`src/rtl/core/nwnh_pkg.sv`:
```
// Shared types and codes for the nearest-waypoint next-hop block.
// Used by nwnh_mod_unit and nearest_waypoint_next_hop; no dependencies.

package nwnh_pkg;

	// fixed field widths of the stream words
	localparam int IDX_W     = 6;
	localparam int COORD_F_W = 10;
	localparam int RND_W     = 15;
	localparam int CNT_W     = 7;
	localparam int OP_W      = 2;
	localparam int STAT_W    = 2;
	localparam int IN_DATA_W  = 48;
	localparam int OUT_DATA_W = 32;

	// operation codes carried in tuser of the input word
	localparam logic [OP_W-1:0] OP_LOAD_POINT = 2'd0;
	localparam logic [OP_W-1:0] OP_LOAD_LINK  = 2'd1;
	localparam logic [OP_W-1:0] OP_QUERY      = 2'd2;

	// result status codes carried in tuser of the output word
	localparam logic [STAT_W-1:0] ST_NEAREST  = 2'd0;
	localparam logic [STAT_W-1:0] ST_NEIGHBOR = 2'd1;
	localparam logic [STAT_W-1:0] ST_ISOLATED = 2'd2;

	typedef enum logic [3:0] {
		S_IDLE,
		S_LINK_WR,
		S_SCAN,
		S_DRAIN,
		S_DECIDE,
		S_LINKS,
		S_CNT1,
		S_CNT2,
		S_MOD,
		S_WALK,
		S_NBR_RD,
		S_RESULT
	} nwnh_state_t;

endpackage

```
`src/rtl/core/nwnh_mod_unit.sv`:
```
// Restoring remainder unit: one dividend bit per cycle, all RND_W bits per start.
// Depends on nwnh_pkg for the dividend width.

module nwnh_mod_unit #(
	parameter int DIV_W = 7
) (
	input  logic                      clk,
	input  logic                      arst_n,
	input  logic                      start,
	input  logic [nwnh_pkg::RND_W-1:0] dividend,
	input  logic [DIV_W-1:0]          divisor,
	output logic                      done,
	output logic [DIV_W-1:0]          remainder
);
	import nwnh_pkg::*;

	localparam int STEP_W = $clog2(RND_W + 1);

	logic             busy_q;
	logic             done_q;
	logic [STEP_W-1:0] step_q;
	logic [RND_W-1:0] dvd_q;
	logic [DIV_W-1:0] div_q;
	logic [DIV_W-1:0] rem_q;
	logic [DIV_W:0]   trial;
	logic [DIV_W-1:0] rem_d;

	// shift in the next dividend bit, subtract when it fits
	always_comb begin
		trial = {rem_q, dvd_q[RND_W-1]};
		if (trial >= {1'b0, div_q}) begin
			rem_d = DIV_W'(trial - {1'b0, div_q});
		end else begin
			rem_d = DIV_W'(trial);
		end
	end

	always_ff @(posedge clk or negedge arst_n) begin
		if (!arst_n) begin
			busy_q <= 1'b0;
			done_q <= 1'b0;
			step_q <= '0;
		end else if (start) begin
			busy_q <= 1'b1;
			done_q <= 1'b0;
			step_q <= '0;
		end else if (busy_q) begin
			step_q <= step_q + 1'b1;
			if (step_q == STEP_W'(RND_W - 1)) begin
				busy_q <= 1'b0;
				done_q <= 1'b1;
			end
		end else begin
			done_q <= 1'b0;
		end
	end

	always_ff @(posedge clk) begin
		if (start) begin
			dvd_q <= dividend;
			div_q <= divisor;
			rem_q <= '0;
		end else if (busy_q) begin
			dvd_q <= {dvd_q[RND_W-2:0], 1'b0};
			rem_q <= rem_d;
		end
	end

	assign done      = done_q;
	assign remainder = rem_q;

endmodule

```
`config.mk`:
```
export PLATFORM = sky130hd
export DESIGN_NAME = nwnh_mod_unit
export DESIGN_NICKNAME = d
export VERILOG_FILES = /design/src/rtl/core/nwnh_pkg.sv /design/src/rtl/core/nwnh_mod_unit.sv
export SDC_FILE = /design/constraint.sdc
export NUM_CORES = 1
export LEC_CHECK = 0
export BUFFER_PORTS_ARGS = -buffer_cell sky130_fd_sc_hd__buf_4
export CAP_MARGIN = 20
export CORE_MARGIN = 10
export CORE_UTILIZATION = 59
export DETAILED_ROUTE_END_ITERATION = 7
export PLACE_DENSITY = 0.84
export RECOVER_POWER = 50
export SYNTH_ARGS = -nofsm -noshare
export SYNTH_HDL_FRONTEND = slang
export SYNTH_SLANG_ARGS = --single-unit
```
`constraint.sdc`:
```
create_clock -name clk -period 3.6 [get_ports clk]
set_input_delay 0.72 -clock clk [delete_from_list [all_inputs] [get_ports clk]]
set_output_delay 0.72 -clock clk [all_outputs]
set_load 0.01 [all_outputs]
```
======== After elaboration in Yosys (flattened, before gate mapping) ========
Cells that the tools add are included.
word-level totals
  register bits ........................... 35
  latch bits .............................. 0
  bits in writable memories ............... 0
  bits in read-only memories .............. 0
  bits of input ports ..................... 25
  output and inout bits ................... 8
  word-level logic and storage cells ...... 23
  memories ................................ 0
operators by class
  $add $sub $neg .......................... 2
  $mul .................................... 0
  divide/modulo/power cells ............... 0
  order comparisons ....................... 1
  equality and inequality tests ........... 2
  shift-type cells ........................ 0
  mux-type cells .......................... 11
  bitwise gates (word level) .............. 0
  reductions and logical operators ........ 1
operators by type and width
  kind                 number
  $mux 15              2
  $ge 8x7->1           1
  $mux 4               2
  $mux 7               1
  $sub 7x7->7          1
  $mux 1               6
  $add 4x1->4 const B  1
  $eq 4x4->1 const B   1
  $ne 3x2->1 const B   1
  $reduce_bool 2->1    1

======== Longest topological paths before layout ========
Gate-level depths: netlist of the first run.
  depth in word-level cells ............... 4
  depth in mapped cells ................... 8
  mapped depth without buffers ............ 8

======== Least setup slack after synthesis of the first run ========
No wires, ideal clock.
  path type ............................... reg2reg
  start point ............................. reg dvd_q[14]
  end point ............................... reg rem_q[2] (netlist: remainder[2])
  library setup time ...................... 95 ps
  arrival ................................. 1811 ps
  data required time ...................... 3505 ps
  setup slack ............................. 1694 ps
  cell stages (with the launch flop) ...... 9
  path buffers ............................ 0
  cells stage by stage .................... edfxtp_1 -> inv_1 -> ha_1 -> inv_1 -> fa_1 -> nand3_1 -> a31oi_1 -> or4_1 -> o311ai_1
on the way
  longest elaborated chain between the ends .. 2
  elaborated cells on any way between the ends .. 3
  classes of those cells .................. add/sub (1); order compare (1); mux (1)
RTL lines
  item                                              line                                      text
  start: declaration                                nwnh_mod_unit.sv:22                       logic [RND_W-1:0] dvd_q;
  start signal: assignment                          nwnh_mod_unit.sv:60                       dvd_q <= dividend;
  start signal: assignment                          nwnh_mod_unit.sv:64                       dvd_q <= {dvd_q[RND_W-2:0], 1'b0};
  $sub 7x7->7 / $ge 8x7->1 (equally long branches)  nwnh_mod_unit.sv:32, nwnh_mod_unit.sv:31
  $mux 7 (*)                                        nwnh_mod_unit.sv:31                       if (trial >= {1'b0, div_q}) begin
  end signal: assignment                            nwnh_mod_unit.sv:65                       rem_q <= rem_d;
  end: declaration                                  nwnh_mod_unit.sv:24                       logic [DIV_W-1:0] rem_q;
Mark *: on every way between the ends. The rest lies on a longest branch, timed or not.
A chain may end at the register's enable or synchronous reset.

==> reports/results.ini, run 1 <==
[synthesis]
synth_xor_xnor_area_share=0.0280
ys.flop_type=edfxtp_1
synth_edf_count=22
yosys.area_share.simple=0.142
synthMuxAreaShare=0.0955
synth_nets=199
synth_top_family_by_area=simple AND/OR/NAND/NOR gates
synthCells=164
syn-cell-area_sq_um=1870
avgSynthCellArea_sq_um=11.4
async_flop_share=0.171
synthAdderAreaFrac=0.0708
synth_top_area_cell=edfxtp_1
synth-compound-area-share=0.110
synth-seq-area-share=0.507
synth_top_cell_area_share=0.352
ys_ff_latch=35
yosys-top-cells-area=edfxtp_1, mux2_2, dfrtp_1, dfxtp_1, ha_1
ys_warn_count=0
synth_cell_types=46

[sta]
post-route-period-util=0.714
min_period_ns=2.57
max-slew-margin-rel=-0.215
tightest_slew_ns=1.82
fmax_mhz=389
slew_violations=43
finalSetupViolations=0
finalHoldViolations=0
grt_setup_unrepaired=no
clock_skew_ns=0.0113
tns_ns=0

[floorplan]
die_y_microns=76.4
dieArea_sq_um=5830
ios=33
start_util=0.614
core-area_sq_um=3050
num_rows=20
fp.dieW_microns=76.4

[clock_network]
clock_sinks=35
clock_latency_ns=0.35
clk_pin_slew_ns=0.11
post_cts_buffers=0
cts_max_level=2
clk_path_buf_depth=2
clock_tree.root_cell=clkbuf_4
cts_hold_buf=0
cts_buffers=5
cts-resized-gates=0
cts_tree=done

[layout]
finalNonFillerCells=240
antennaDiodeCount=0
final_common_cell=buf_4
drive_above_1_share=0.316
area_growth_pct=17.8
final_cell_mix=buf_4, edfxtp_1, mux2_2
fin_nets=230

[setup_path]
crit_fanout=42
required_ns=3.84
crit_path_start_kind=input pin
crit_path_end_kind=register
worstSetupPathType=in -> reg
critPathArrivalTime_ns=2.81

[flow_run]
drv_cap=1

[placed_design]
hpwl_microns=2730
place_inst=232
io_buffer_count=32
place.gp.congestion=0.891

[pwr]
power_density_nw_per_um2=575
peakVddDrop_mv=0.348
p_leak_uw=0.000922

[global_route]
antenna_found_initial=0
track_usage=0.133
grt_pass1_vias=1409
grt_max_degree=43
grt_pass1_wl_microns=6380
gr-total-overflow=0

[route]
final_antenna_net_count=0
vias_per_cell=5.67
drt_iter0_drc=77
firstDrtPassIters=4
wirelength_microns=3760
routedWlPerCell_microns=15.7
drc=0
vias=1360

[status]
status=finished, violations left
failed_checks=max-capacitance violations, max-slew violations

[min_path]
hold_path_class=in -> async

==> flip-flops by register name, indices dropped and copies added, names as in the netlist <==
name,flops
busy_q,1
div_q,7
done,1
dvd_q,15
remainder,7
step_q,4
==> per-stage QoR <==
step | area (sq um) | utilization | power, uW | hold WS, ns | worst slack [ns]
floorplan | 1870 | - | 841 | 0.424 | 1.69
global placement | 2130 | 0.697 | 951 | 0.496 | 1.63
detailed placement | 2130 | 0.697 | 967 | 0.515 | 1.53
CTS | 2210 | 0.725 | 1270 | 0.154 | 1.49
global route | 2210 | 0.723 | 1340 | 0.237 | 0.862
finish | 2210 | 0.723 | 1270 | 0.231 | 1.03
==> metal layers <==
metal	GRT usage	vias up	part of all wire
met5	0	-	0
met4	0.0520	0	0.019
met3	0.0578	10	0.070
met2	0.237	45	0.51
met1	0.133	648	0.40
li1	-	657	-
==> kinds of logic (layout without fill, tap and decap cells) <==
logic type | count (synthesis) | count (layout)
simple gates | 49 | 49
flops | 35 | 35
compound gates | 28 | 28
buf+inv | 20 | 52
mux | 16 | 16
fa+ha+maj | 10 | 10
xor+xnor | 6 | 6
==> worst paths after layout <==
check                                from  slack (ns)  cells past startpoint      endpoint
max in group asynchronous          arst_n        3.12                      1          done
worst min-delay path               arst_n        0.23                      1     step_q[1]
min in group clk                     done        0.52                      2          done
worst max-delay path                start        1.03                      4  remainder[0]
worst max register to register  dvd_q[14]        1.47                      8  remainder[2]
worst min register to register       done        0.52                      2          done
==> area by class of cell <==
type                       count  area [sq um]
fill                         227           846
timing repair buffer          32           233
clock buffer                   6          51.3
tap                           44          55.1
inverter                      12          45.0
clock inverter                 2          35.0
multi-input combinational    109           837
sequential                    35           951
==> cell usage after synthesis (2+ instances only) <==
cell      number
a211oi_1       3
a31oi_1        5
dfxtp_1        7
nand4_1        2
xnor2_1        4
nand3_1        5
mux2_2        15
o21ai_0        6
nor2b_1        3
dfrtp_1        6
clkbuf_1       3
ha_1           9
or2_2          2
buf_2          2
edfxtp_1      22
a311o_1        2
nor2_1        12
o31ai_1        2
inv_1         12
nor3b_1        6
nand2_1        9
buf_4          2
xor2_1         2
==> power breakdown <==
group / internal [uW] / total (uW) / leakage, uW / switching [uW]
clock: 164 / 301 / 0.0000482 / 137
sequential: 483 / 526 / 0.000363 / 43.1
combinational: 213 / 443 / 0.000511 / 229
total: 860 / 1270 / 0.000922 / 410
==> worst max-delay path: stages <==
cell and delay, ns:
clkbuf_1 1.29, nand2b_1 0.36, a211oi_1 0.10, a311o_1 0.33
Power figures use the tool's default switching activity.
==> inputs of run 2 (changes only) <==
--- a/config.mk
+++ b/config.mk
@@ -8,9 +8,9 @@
 export BUFFER_PORTS_ARGS = -buffer_cell sky130_fd_sc_hd__buf_4
 export CAP_MARGIN = 20
 export CORE_MARGIN = 10
-export CORE_UTILIZATION = 59
+export CORE_UTILIZATION = 55
 export DETAILED_ROUTE_END_ITERATION = 7
-export PLACE_DENSITY = 0.84
+export PLACE_DENSITY = 0.79
 export RECOVER_POWER = 50
 export SYNTH_ARGS = -nofsm -noshare
 export SYNTH_HDL_FRONTEND = slang
==> constraint.sdc (replaced) <==
create_clock -name clk -period 2.4 [get_ports clk]
set_input_delay 0.48 -clock clk [delete_from_list [all_inputs] [get_ports clk]]
set_output_delay 0.48 -clock clk [all_outputs]
set_load 0.01 [all_outputs]
==> reports/results.ini, run 2 (same netlist as run 1, synthesis figures left out) <==
[clock_network]
clock_sinks=35
clk_path_buf_depth=2
post_cts_buffers=0
clock_latency_ns=0.34
cts_tree=done
clock_tree.root_cell=clkbuf_4
clk_pin_slew_ns=0.10
cts_buffers=5
cts_max_level=2

[floorplan]
fp.dieW_microns=78.4
ios=33
dieArea_sq_um=6140
die_y_microns=78.4
core-area_sq_um=3310
num_rows=21
start_util=0.566

[sta]
fmax_mhz=479
tns_ns=0
min_period_ns=2.09
grt_setup_unrepaired=no
slew_violations=0
clock_skew_ns=0.00426
max-slew-margin-rel=0.426
finalHoldViolations=0
finalSetupViolations=0
tightest_slew_ns=0.861
post-route-period-util=0.871

[placed_design]
place.gp.congestion=0.829
io_buffer_count=32
hpwl_microns=2760
dpl_cell_area_sq_um=2130

[global_route]
antenna_found_initial=0
grt_max_degree=43
gr-total-overflow=0
track_usage=0.124
grt_pass1_vias=1365
grt_pass1_wl_microns=6200

[setup_path]
critPathCapture=remainder[2]
crit_fanout=5
required_ns=2.65
crit_path_end_kind=register
rrSetupSlack_ns=0.31
critPathMaxStageDelay_ns=0.49
worstSetupPathType=reg -> reg
critPathMostFrequentCell=inv_1
cp_cell_sequence=inv_1, ha_1, inv_1, fa_1, nand3_1, a31oi_1, or4_1, o311ai_1
rr_startpoint=dvd_q[14]
critPathArrivalTime_ns=2.34
timing.critical_path.from=dvd_q[14]
slowest_stage=or4_1
crit_path_start_kind=register
timing.rr.end=remainder[2]
rr_worst_depth=8

[route]
final_antenna_net_count=0
drc=0
wirelength_microns=3710
routedWlPerCell_microns=15.3
vias=1354
drt_iter0_drc=94
vias_per_cell=5.57
firstDrtPassIters=4

[layout]
regMostFlops=dvd_q
final_common_cell=buf_4
fin_nets=231
final_cell_area_sq_um=2190
drive_above_1_share=0.315
area_growth_pct=16.8
final_cell_mix=buf_4, edfxtp_1, mux2_2
antennaDiodeCount=0
largest_reg_flops=15

[pwr]
p_leak_uw=0.000909
power_density_nw_per_um2=803
peakVddDrop_mv=0.430

[flow_run]
drv_cap=0

[min_path]
hold_path_class=in -> reg

[status]
status=finished clean

==> run 2: cell count changes in the layout (fill, tap and decap cells not counted) <==
cell,previous run,this run
bufinv_16,1,0
clkbuf_2,0,1
clkbuf_8,1,0
clkinvlp_4,0,1
dlygate4sd3_1,0,1
==> run 2: worst min-delay path by stage <==
stage	slack, ns	startpoint	cells after the start	to
2_1_floorplan	0.18	arst_n	0	busy_q
5_1_grt	0.31	divisor[0]	1	div_q[0]
4_1_cts	0.30	divisor[0]	1	div_q[0]
6_report	0.33	divisor[1]	1	div_q[1]
3_3_place_gp	0.29	arst_n	1	step_q[2]
3_5_place_dp	0.29	arst_n	1	step_q[2]
==> run 2: critical path: cells and delay by family, from the launching register on <==
family          cells  cell delay [ns]
buf+inv             2             0.13
flops               1             0.40
compound gates      2             0.26
simple gates        2             0.65
fa+ha+maj           2             0.56
==> run 2: layout make-up <==
cell class	instances	area [sq um]
Clock buffer	6	41.3
Clock inverter	2	12.5
Fill cell	281	1120
Inverter	12	45.0
Multi-Input combinational cell	109	837
Sequential cell	35	951
Tap cell	46	57.6
Timing Repair Buffer	33	244
==> run 2: metrics by stage <==
step | power [uW] | hold WS [ns] | setup WS, ns | std cells | utilization
2_1_floorplan | 1260 | 0.184 | 0.494 | 164 | -
3_5_place_dp | 1460 | 0.291 | 0.352 | 234 | 0.644
5_1_grt | 1870 | 0.315 | 0.189 | 243 | 0.661
4_1_cts | 1760 | 0.298 | 0.332 | 243 | 0.663
6_report | 1760 | 0.332 | 0.311 | 243 | 0.661
3_3_place_gp | 1430 | 0.287 | 0.427 | 234 | 0.644
==> run 2: repair_timing <==
action | CTS | global route
resized for setup | 0 | 0
hold buffers | 1 | 0
hold endpoints to repair | 6 | 0
==> run 2: metal layers <==
metal | vias to the layer above | share of wire | track usage
li1 | 663 | - | -
met1 | 655 | 0.40 | 0.132
met2 | 26 | 0.53 | 0.214
met3 | 10 | 0.051 | 0.0410
met4 | 0 | 0.020 | 0.0681
met5 | - | 0 | 0
==> run 2: power by group <==
part	total [uW]	internal, uW	switching (uW)
Combinational	661	320	341
Clock	308	113	195
Sequential	789	724	64.9
Total	1760	1160	600
==> inputs of run 3 (changes only) <==
--- a/config.mk
+++ b/config.mk
@@ -8,9 +8,8 @@
 export BUFFER_PORTS_ARGS = -buffer_cell sky130_fd_sc_hd__buf_4
 export CAP_MARGIN = 20
 export CORE_MARGIN = 10
-export CORE_UTILIZATION = 55
+export CORE_UTILIZATION = 40
 export DETAILED_ROUTE_END_ITERATION = 7
-export PLACE_DENSITY = 0.79
 export RECOVER_POWER = 50
 export SYNTH_ARGS = -nofsm -noshare
 export SYNTH_HDL_FRONTEND = slang
==> reports/results.ini, run 3 (same netlist as run 1, synthesis figures left out) <==
[floorplan]
num_rows=24
start_util=0.422
ios=33
dieArea_sq_um=7820
fp.dieW_microns=88.5
core-area_sq_um=4440
die_y_microns=88.5

[clock_network]
cts_buffers=5
clk_path_buf_depth=2
clock_tree.root_cell=clkbuf_8
clock_sinks=35
post_cts_buffers=0
cts_tree=done
cts_hold_buf=1
clock_latency_ns=0.29
clk_pin_slew_ns=0.08
cts_max_level=2
cts-resized-gates=0

[setup_path]
timing.rr.end=remainder[2]
worstSetupPathType=reg -> reg
rr_worst_depth=8
crit_path_end_kind=register
critPathArrivalTime_ns=2.25
crit_fanout=5
rr_startpoint=dvd_q[14]
crit_path_start_kind=register
rrSetupSlack_ns=0.36
required_ns=2.60

[sta]
grt_setup_unrepaired=no
post-route-period-util=0.851
tightest_slew_ns=0.898
tns_ns=0
min_period_ns=2.04
fmax_mhz=489
max-slew-margin-rel=0.401
slew_violations=0
finalHoldViolations=0
clock_skew_ns=0.0101
finalSetupViolations=0

[pwr]
peakVddDrop_mv=0.380
power_density_nw_per_um2=830
p_clk_frac=0.221
swShare=0.326
sequentialPowerShare=0.427
p_leak_uw=0.000920
p_int_uw=1240
p_comb_frac=0.352
p_sw_uw=601

[global_route]
track_usage=0.100
grt_pass1_vias=1353
gr-total-overflow=0
grt_max_degree=43
grt_pass1_wl_microns=6090
antenna_found_initial=0

[placed_design]
place.gp.congestion=0.815
io_buffer_count=32
hpwl_microns=2740
dpl_cell_area_sq_um=2140

[route]
drc=0
vias=1305
firstDrtPassIters=4
drt_iter0_drc=70
routedWlPerCell_microns=14.9
wirelength_microns=3720
final_antenna_net_count=0
vias_per_cell=5.24

[min_path]
min_from=divisor[5]
min_path_cells=1
min_to=div_q[5]
hold_path_class=in -> reg

[layout]
final_core_util=0.500
final_common_cell=buf_4
antennaDiodeCount=0
largest_reg_flops=15
final_cell_area_sq_um=2220
area_growth_pct=18.6
final_cell_mix=buf_4, edfxtp_1, mux2_2
fin_nets=231
drive_above_1_share=0.305
regMostFlops=dvd_q

[flow_run]
drv_cap=0

[status]
status=finished clean

-- run 3: cell count changes in the layout (fill, tap and decap cells not counted), sizes merged --
cell,change
clkinvlp,-1
clkinv,+1
-- run 3: power by group through the flow --
stage,clock (uW),sequential [uW],combinational [uW]
final,407,788,649
after global routing,452,797,723
after CTS,420,789,656
after detailed placement,0,801,649
after global placement,0,798,643
after floorplan,0,800,461
-- run 3: final cells by class --
class | count | area, sq um
multi-input combinational | 109 | 837
clock buffer | 6 | 72.6
sequential | 35 | 951
timing repair buffer | 33 | 244
fill | 432 | 2220
inverter | 12 | 45.0
tap | 52 | 65.1
clock inverter | 2 | 7.51
-- run 3: how the worst max path moves through the flow --
stage | start | to | slack, ns | cells past startpoint
after CTS | dvd_q[14] | remainder[2] | 0.36 | 8
after global routing | dvd_q[14] | remainder[2] | 0.19 | 8
final | dvd_q[14] | remainder[2] | 0.36 | 8
after global placement | dvd_q[14] | remainder[2] | 0.42 | 8
after floorplan | dvd_q[14] | remainder[2] | 0.49 | 8
after detailed placement | dvd_q[14] | remainder[2] | 0.37 | 8
-- run 3: critical path, cell delays in order, from the launching register on --
cell and delay (ns):
edfxtp_1 0.39, inv_1 0.07, ha_1 0.16, inv_1 0.06
fa_1 0.40, nand3_1 0.17, a31oi_1 0.16, or4_1 0.48
o311ai_1 0.09
-- run 3: metrics by stage --
stage               worst slack [ns]  cells  power [uW]  hold WS (ns)
CTS                            0.360    249        1860         0.353
global placement               0.417    240        1440         0.288
finish                         0.357    249        1840         0.382
detailed placement             0.370    240        1450         0.291
global route                   0.186    249        1970         0.370
floorplan                      0.494    164        1260         0.184
-- run 3: layer usage --
layer | GRT usage | wire length (microns)
met1 | 0.113 | 1690
met2 | 0.161 | 1770
met3 | 0.0432 | 202
met4 | 0.0470 | 59
met5 | 0 | 0
